$ cat src/rtl/mrfb_pkg.sv
// ----------------------------------------------------------------------------
// mrfb_pkg
// Types, constants and the crc helper shared by the frame builder modules.
// ----------------------------------------------------------------------------
package mrfb_pkg;

    localparam int unsigned HEADER_BYTES = 6;
    localparam int unsigned FRAME_BYTES  = 8;

    localparam logic [15:0] CRC_POLY = 16'hA001;
    localparam logic [15:0] CRC_SEED = 16'hFFFF;

    // byte positions of the frame
    localparam logic [2:0] IDX_HDR_LAST = 3'd5;
    localparam logic [2:0] IDX_CRC_LO   = 3'd6;
    localparam logic [2:0] IDX_CRC_HI   = 3'd7;

    typedef struct packed {
        logic [7:0]  device_address;
        logic [7:0]  function_code;
        logic [15:0] register_address;
        logic [15:0] second_word;
    } t_req;

    typedef struct packed {
        logic [7:0] frame_byte;
        logic       last_byte;
    } t_result;

    // header bytes, element 0 goes out first
    typedef logic [HEADER_BYTES-1:0][7:0] t_hdr;

    function automatic logic [15:0] crc_add_byte(input logic [15:0] crc_in,
                                                 input logic [7:0]  data);
        logic [15:0] crc;
        crc = crc_in ^ {8'h00, data};
        for (int k = 0; k < 8; k++) begin
            if (crc[0]) begin
                crc = (crc >> 1) ^ CRC_POLY;
            end else begin
                crc = crc >> 1;
            end
        end
        return crc;
    endfunction

endpackage

$ cat src/rtl/mrfb_front.sv
// ----------------------------------------------------------------------------
// mrfb_front
// Accepts requests into a two-entry queue and presents the head as frame
// header bytes to the serializer.
// ----------------------------------------------------------------------------
module mrfb_front (
    input  logic            i_clk,
    input  logic            i_rst_n,
    input  logic            i_start,
    input  mrfb_pkg::t_req  i_req,
    output logic            o_busy,
    input  logic            i_pop,
    output logic            o_valid,
    output mrfb_pkg::t_hdr  o_hdr
);
    import mrfb_pkg::*;

    t_req       r_mem [2];
    logic       r_wr_ptr;
    logic       r_rd_ptr;
    logic [1:0] r_count;
    logic       push;
    logic       pop;
    t_req       head;

    assign o_busy  = (r_count == 2'd2);
    assign o_valid = (r_count != 2'd0);
    assign push    = i_start && !o_busy;
    assign pop     = i_pop && o_valid;

    always_ff @(posedge i_clk) begin
        if (!i_rst_n) begin
            r_wr_ptr <= 1'b0;
            r_rd_ptr <= 1'b0;
            r_count  <= 2'd0;
        end else begin
            if (push) begin
                r_wr_ptr <= ~r_wr_ptr;
            end
            if (pop) begin
                r_rd_ptr <= ~r_rd_ptr;
            end
            r_count <= r_count + {1'b0, push} - {1'b0, pop};
        end
    end

    always_ff @(posedge i_clk) begin
        if (push) begin
            r_mem[r_wr_ptr] <= i_req;
        end
    end

    assign head = r_mem[r_rd_ptr];

    always_comb begin
        o_hdr[0] = head.device_address;
        o_hdr[1] = head.function_code;
        o_hdr[2] = head.register_address[15:8];
        o_hdr[3] = head.register_address[7:0];
        o_hdr[4] = head.second_word[15:8];
        o_hdr[5] = head.second_word[7:0];
    end

endmodule

$ cat src/rtl/mrfb_back.sv
// ----------------------------------------------------------------------------
// mrfb_back
// Serializes one frame a byte per cycle, folding each header byte into the
// crc and appending the crc low byte then high byte.
// ----------------------------------------------------------------------------
module mrfb_back (
    input  logic              i_clk,
    input  logic              i_rst_n,
    input  logic              i_valid,
    input  mrfb_pkg::t_hdr    i_hdr,
    output logic              o_pop,
    output logic              o_strobe,
    output mrfb_pkg::t_result o_result
);
    import mrfb_pkg::*;

    logic        r_active, n_active;
    logic [2:0]  r_cnt, n_cnt;
    logic [15:0] r_crc, n_crc;
    t_hdr        r_hdr, n_hdr;
    logic        r_strobe, n_strobe;
    t_result     r_result, n_result;
    logic [7:0]  cur_byte;

    always_comb begin
        case (r_cnt)
            IDX_CRC_LO: cur_byte = r_crc[7:0];
            IDX_CRC_HI: cur_byte = r_crc[15:8];
            default:    cur_byte = r_hdr[r_cnt];
        endcase
    end

    always_comb begin
        n_active = r_active;
        n_cnt    = r_cnt;
        n_crc    = r_crc;
        n_hdr    = r_hdr;
        n_strobe = 1'b0;
        n_result = r_result;
        o_pop    = 1'b0;
        if (r_active) begin
            n_strobe            = 1'b1;
            n_result.frame_byte = cur_byte;
            n_result.last_byte  = (r_cnt == IDX_CRC_HI);
            n_cnt               = r_cnt + 3'd1;
            if (r_cnt <= IDX_HDR_LAST) begin
                n_crc = crc_add_byte(r_crc, cur_byte);
            end
        end
        // load the next frame when idle or while the last byte goes out
        if ((!r_active || r_cnt == IDX_CRC_HI) && i_valid) begin
            o_pop    = 1'b1;
            n_active = 1'b1;
            n_cnt    = 3'd0;
            n_crc    = CRC_SEED;
            n_hdr    = i_hdr;
        end else if (r_active && r_cnt == IDX_CRC_HI) begin
            n_active = 1'b0;
        end
    end

    always_ff @(posedge i_clk) begin
        if (!i_rst_n) begin
            r_active <= 1'b0;
            r_cnt    <= 3'd0;
            r_strobe <= 1'b0;
        end else begin
            r_active <= n_active;
            r_cnt    <= n_cnt;
            r_strobe <= n_strobe;
        end
        r_crc    <= n_crc;
        r_hdr    <= n_hdr;
        r_result <= n_result;
    end

    assign o_strobe = r_strobe;
    assign o_result = r_result;

`ifndef SYNTH
    // a frame goes out without gaps until its last byte
    a_no_gap: assert property (@(posedge i_clk) disable iff (!i_rst_n)
        r_strobe && !r_result.last_byte |=> r_strobe)
        else $error("gap inside a frame");

    // the last flag comes only on the crc high byte position
    a_last_pos: assert property (@(posedge i_clk) disable iff (!i_rst_n)
        n_strobe && n_result.last_byte |-> r_cnt == IDX_CRC_HI)
        else $error("last flag at wrong position");

    // a frame in progress is never dropped before its last byte
    a_stay_active: assert property (@(posedge i_clk) disable iff (!i_rst_n)
        r_active && r_cnt != IDX_CRC_HI |=> r_active && r_cnt == $past(r_cnt) + 3'd1)
        else $error("frame aborted");

    // the queue is popped only at a frame boundary
    a_pop_boundary: assert property (@(posedge i_clk) disable iff (!i_rst_n)
        o_pop |-> i_valid && (!r_active || r_cnt == IDX_CRC_HI))
        else $error("pop in mid frame");
`endif

endmodule

$ cat src/rtl/modbus_rtu_frame_builder_core.sv
// ----------------------------------------------------------------------------
// modbus_rtu_frame_builder_core
// Builds an eight-byte Modbus RTU request frame with crc-16/modbus trailer.
// ----------------------------------------------------------------------------
// Each item accepted on i_start (while o_busy is low) becomes eight bytes on
// o_result, one per cycle on consecutive cycles, each marked by o_strobe for
// exactly one cycle: address, function, register address high and low, second
// word high and low, crc low, crc high (flagged by last_byte). The receiver
// cannot stall and must take every byte in its strobe cycle. With the
// serializer idle an accepted item passes from the queue to the serializer and
// its first byte is then registered onto o_result; otherwise the item waits in
// the queue until the current frame's last byte goes out. A two-item queue sits
// in front of the serializer; back to back frames follow without gaps on the
// byte-wide output. o_busy is high while the queue is full.
module modbus_rtu_frame_builder_core (
    input  logic              i_clk,
    input  logic              i_rst_n,
    input  logic              i_start,
    input  mrfb_pkg::t_req    i_req,
    output logic              o_busy,
    output logic              o_strobe,
    output mrfb_pkg::t_result o_result
);
    import mrfb_pkg::*;

    logic pop;
    logic q_valid;
    t_hdr q_hdr;

    mrfb_front u_front (
        .i_clk   (i_clk),
        .i_rst_n (i_rst_n),
        .i_start (i_start),
        .i_req   (i_req),
        .o_busy  (o_busy),
        .i_pop   (pop),
        .o_valid (q_valid),
        .o_hdr   (q_hdr)
    );

    mrfb_back u_back (
        .i_clk    (i_clk),
        .i_rst_n  (i_rst_n),
        .i_valid  (q_valid),
        .i_hdr    (q_hdr),
        .o_pop    (pop),
        .o_strobe (o_strobe),
        .o_result (o_result)
    );

endmodule

$ cat config.mk
export PLATFORM = sky130hd
export DESIGN_NAME = modbus_rtu_frame_builder_core
export DESIGN_NICKNAME = d
export VERILOG_FILES = /design/src/rtl/mrfb_pkg.sv /design/src/rtl/mrfb_front.sv /design/src/rtl/mrfb_back.sv /design/src/rtl/modbus_rtu_frame_builder_core.sv
export SDC_FILE = /design/constraint.sdc
export NUM_CORES = 1
export LEC_CHECK = 0
export BUFFER_PORTS_ARGS = -buffer_cell sky130_fd_sc_hd__buf_2
export CAP_MARGIN = 15
export CORE_MARGIN = 5
export CORE_UTILIZATION = 30
export DETAILED_ROUTE_END_ITERATION = 10
export GPL_ROUTABILITY_DRIVEN = 1
export HOLD_SLACK_MARGIN = 0.05
export SLEW_MARGIN = 20
export SYNTH_ARGS = -nofsm -noshare
export SYNTH_HDL_FRONTEND = slang
export SYNTH_HIERARCHICAL = 1
export SYNTH_SLANG_ARGS = --single-unit
$ cat constraint.sdc
create_clock -name i_clk -period 4.4 [get_ports i_clk]
set_clock_uncertainty 0.05 [all_clocks]
set_input_delay 0.88 -clock i_clk [delete_from_list [all_inputs] [get_ports i_clk]]
set_output_delay 0.88 -clock i_clk [all_outputs]
set_load 0.05 [all_outputs]
==> impl_metrics.env <==
export IMPL_number_of_cells_on_the_worst_hold_path=2
export IMPL_gp_congestion=0.8121
export IMPL_worstHoldPathType="flip-flop to flip-flop"
export IMPL_vias_in_the_first_global_route=3750
export IMPL_number_of_hold_buffers_added_after_cts=0
export IMPL_drv_slew=0
export IMPL_critPathBufInv=1
export IMPL_timing_critical_path_fanout_max=26
export IMPL_worst_r2r_cell_count=10
export IMPL_max_stage_delay_ps=510
export IMPL_grt_setup_unrepaired="false"
export IMPL_yosys_mux_area_fraction_pct=12.85
export IMPL_timing_critical_path_to_type="flip-flop"
export IMPL_post_drt_via_cell_ratio=4.322
export IMPL_antenna_diode_count=0
export IMPL_synthesis_yosys_warnings=6
export IMPL_timing_max_slew_rel_slack_pct=40.23
export IMPL_numCtsBuffers=17
export IMPL_irDropWorstVdd_v=0.0004728
export IMPL_htree_levels=4
export IMPL_clk_latency_ps=420
export IMPL_worst_r2r_endpoint="u_back/r_crc[0]"
export IMPL_powerDensity_mw_per_mm2=781.7
export IMPL_status="finished clean"
export IMPL_power_static_leakage_nw=2.938
export IMPL_power_total_mw=6.470
export IMPL_hold_viol_final=0
export IMPL_finalWorstSetupSlack_ps=1361
export IMPL_totalNegativeSetupSlack_ps=0
export IMPL_synth_seq_area_share_pct=72.46
export IMPL_dr_pass1_iters=5
export IMPL_drive_gt1_share_pct=31.91
export IMPL_pin_count=62
export IMPL_antenna_violating_nets_post_route=0
export IMPL_timing_critical_path_mode_cell="xnor2_1"
export IMPL_worst_setup_path_type="flip-flop to flip-flop"
export IMPL_syn_avg_cell_area_um2=17.18
export IMPL_r2r_slack_ps=1360
export IMPL_critical_path_slowest_cell="xnor3_2"
export IMPL_globalRouteMet3Util_pct=3.078
export IMPL_timing_critical_path_required_ps=4630
export IMPL_drv_max_cap_violation_count=0
export IMPL_post_place_ws_ps=1369
export IMPL_detail_route_iter0_violations=321
export IMPL_timing_critical_path_max_delay_family="XOR/XNOR gates"
export IMPL_critical_path_reg2reg_startpoint="u_back/r_cnt[1]"
export IMPL_worstHoldStart="u_back/r_crc[11]"
export IMPL_min_period_ps=3039
export IMPL_post_cts_buffers=0
export IMPL_drt_total_wl_um=13010
export IMPL_initial_utilization_pct=30.26
export IMPL_numPortBuffers=61
export IMPL_use_met1_pct=13.29
export IMPL_clock_root_buffer="clkbuf_16"
export IMPL_grt_antenna_before_repair=0
export IMPL_fill_cells=2164
export IMPL_path_clk_slew_ps=70
export IMPL_netlist_cell_type_count=41
export IMPL_layout_area_overhead_vs_synth_pct=17.25
export IMPL_final_min_period_over_clock_period_pct=69.07
export IMPL_synth_top_family_by_area="multiplexers"
export IMPL_cts_tree="built"
export IMPL_synth_ff_latch_count=179
export IMPL_worstSetupPathDepth=10
export IMPL_die_area_mm2=0.02670
export IMPL_nets_finish=535
export IMPL_die_y_um=163.4
export IMPL_post_cts_resized=0
export IMPL_setup_violations_final=0
export IMPL_grt_remaining_overflow=0
export IMPL_combPwrFrac_pct=35.5
export IMPL_switchingPower_mw=2.115
export IMPL_mappedNetlistNets=467
export IMPL_share_of_power_burned_in_the_clock_network_pct=22.7
export IMPL_globalRoute_busiestLayer="met2"
export IMPL_timing_critical_path_from_type="flip-flop"
export IMPL_crit_path_cell_trace="buf_4 -> ha_1 -> a22oi_1 -> o22ai_1 -> a221o_1 -> xor2_1 -> xnor2_1 -> xnor3_2 -> xnor2_1 -> o211ai_1"
export IMPL_drc=0
export IMPL_grt_start_max_net_pins=49
export IMPL_std_cell_rows=56
export IMPL_compound_gate_fraction_of_synth_area_pct=3.952
export IMPL_cts_path_max_buffers=2
export IMPL_drt_wirelength_per_cell_um=16.04
export IMPL_grt_total_usage_pct=10.27
export IMPL_adder_cell_share_of_the_synthesized_area_pct=0.8862
export IMPL_hold_path_endpoint="u_back/r_crc[3]"
export IMPL_worst_pin_slew_ps=896.6
export IMPL_power_share_of_the_sequential_group_pct=41.8
export IMPL_via_count=3505
export IMPL_worst_endpoint_arrival_ps=3270
export IMPL_globalRouteMet2Util_pct=16.08
export IMPL_post_synthesis_cell_area_mm2=0.007059
export IMPL_power_switching_fraction_pct=32.69
export IMPL_max_clock_freq_mhz=329.0
export IMPL_post_synthesis_instance_total=411
export IMPL_dp_final_hpwl_um=8668
export IMPL_grt_first_pass_wirelength_um=20690
export IMPL_yosys_area_share_simple_pct=4.112
export IMPL_synth_xor_area_share_pct=3.509
export IMPL_die_width_um=163.4
export IMPL_cts_sink_count=179
export IMPL_p_int_mw=4.355
export IMPL_core_region_area_mm2=0.02333
[metrics by stage]
step           instance area [µm²]  hold slack (ps)  instances  util, %
3_3_place_gp                  7695            430.3        779    32.98
4_1_cts                       8277            448.9        811    35.47
3_5_place_dp                  7695            438.8        779    32.98
6_report                      8277            448.1        811    35.47
2_1_floorplan                 7059            404.9        411        -
5_1_grt                       8277            482.4        811    35.47
[power groups by stage]
stage / Clock [mW] / Combinational [mW] / Sequential [mW]
3_5_place_dp: 0 / 2.33 / 2.74
5_1_grt: 1.58 / 2.51 / 2.75
2_1_floorplan: 0 / 1.78 / 2.77
3_3_place_gp: 0 / 2.29 / 2.74
6_report: 1.47 / 2.30 / 2.70
4_1_cts: 1.52 / 2.34 / 2.71
[per-layer routing]
layer | vias up | wire (µm)
met5 | - | 0
met4 | 0 | 157
met3 | 11 | 642
met2 | 78 | 6260
met1 | 1725 | 5950
li1 | 1691 | -
[worst reg2reg max path: stages, from the launching register on]
cell and delay, ps:
dfxtp_1 340, buf_4 350, ha_1 400, a22oi_1 110, o22ai_1 190, a221o_1 180
xor2_1 260, xnor2_1 200, xnor3_2 510, xnor2_1 210, o211ai_1 100
[worst max path at each step]
stage,from,end,slack [ps]
global placement,u_back/r_cnt[1],u_back/r_crc[15],1480
finish,u_back/r_cnt[1],u_back/r_crc[0],1360
CTS,u_back/r_cnt[1],u_back/r_crc[0],1360
global route,u_back/r_cnt[1],u_back/r_crc[0],1160
floorplan,u_back/r_cnt[0],u_front/r_count[1],860
detailed placement,u_back/r_cnt[2],u_back/r_crc[0],1370
[Yosys cell counts, drive strengths merged]
master | number | share of area, %
ha | 5 | 0.89
buf | 12 | 1.5
a21boi | 1 | 0.11
o211ai | 8 | 0.85
nand3 | 7 | 0.50
o21a | 3 | 0.32
and3 | 3 | 0.27
o21ai | 4 | 0.28
edfxtp | 153 | 65
a211o | 1 | 0.12
a22o | 1 | 0.12
a31oi | 2 | 0.18
a22oi | 9 | 0.96
nor2 | 11 | 0.58
a211oi | 2 | 0.28
xnor2 | 17 | 2.1
nand2b | 4 | 0.35
nor3 | 1 | 0.071
nor2b | 2 | 0.28
and2 | 3 | 0.27
clkbuf | 7 | 0.37
o22ai | 2 | 0.18
xor2 | 6 | 0.74
mux4 | 1 | 0.32
mux2 | 52 | 9.4
mux2i | 22 | 3.1
or2 | 1 | 0.089
a221o | 3 | 0.43
a221oi | 1 | 0.12
inv | 7 | 0.37
nand2 | 32 | 1.7
xnor3 | 2 | 0.66
dfxtp | 26 | 7.4
[logic make-up (layout without fill, tap and decap cells)]
family,after synthesis,in the layout
compound gates,37,37
xor+xnor,25,25
fa+ha+maj,5,5
buf+inv,26,107
flops,179,179
mux,75,75
simple gates,64,64
[flip-flops by register name, summed over array words and instances, names as in the netlist, named ones only]
register,count
u_front/r_mem,96
u_front/r_rd_ptr,1
u_back/r_cnt,3
u_back/o_result,9
u_front/r_count,2
u_back/r_crc,16
u_back/r_active,1
u_back/o_strobe,1
u_back/r_hdr,48
u_front/r_wr_ptr,1
[cell usage in the layout, fill, tap and decap left out, types with 2 or more instances in the layout]
| cell type | count |
|---|---|
| a221o_1 | 3 |
| inv_6 | 3 |
| clkinv_1 | 2 |
| clkbuf_16 | 17 |
| nand2b_1 | 4 |
| clkinv_4 | 4 |
| nor2_1 | 10 |
| clkinvlp_4 | 3 |
| a22oi_1 | 9 |
| o21ai_0 | 3 |
| buf_4 | 7 |
| dfxtp_1 | 25 |
| mux2_4 | 21 |
| inv_1 | 7 |
| mux2i_1 | 22 |
| buf_2 | 61 |
| bufinv_16 | 2 |
| mux2_2 | 30 |
| o22ai_1 | 2 |
| xor2_1 | 6 |
| o211ai_1 | 8 |
| xnor2_1 | 17 |
| edfxtp_1 | 153 |
| ha_1 | 5 |
| and3_1 | 2 |
| and2_1 | 3 |
| nand3_1 | 7 |
| a31oi_1 | 2 |
| nand2_1 | 32 |
| o21a_1 | 3 |
[area by class of cell]
class | count | area (µm²) | area share, %
Sequential cell | 179 | 5116 | 61.81
Multi-Input combinational cell | 206 | 1795 | 21.69
Clock buffer | 17 | 425.4 | 5.140
Tap cell | 319 | 399.1 | 4.822
Timing Repair Buffer | 68 | 357.8 | 4.324
Clock inverter | 15 | 156.4 | 1.890
Inverter | 7 | 26.28 | 0.3175
No activity file was read; power rests on OpenSTA's default activity.
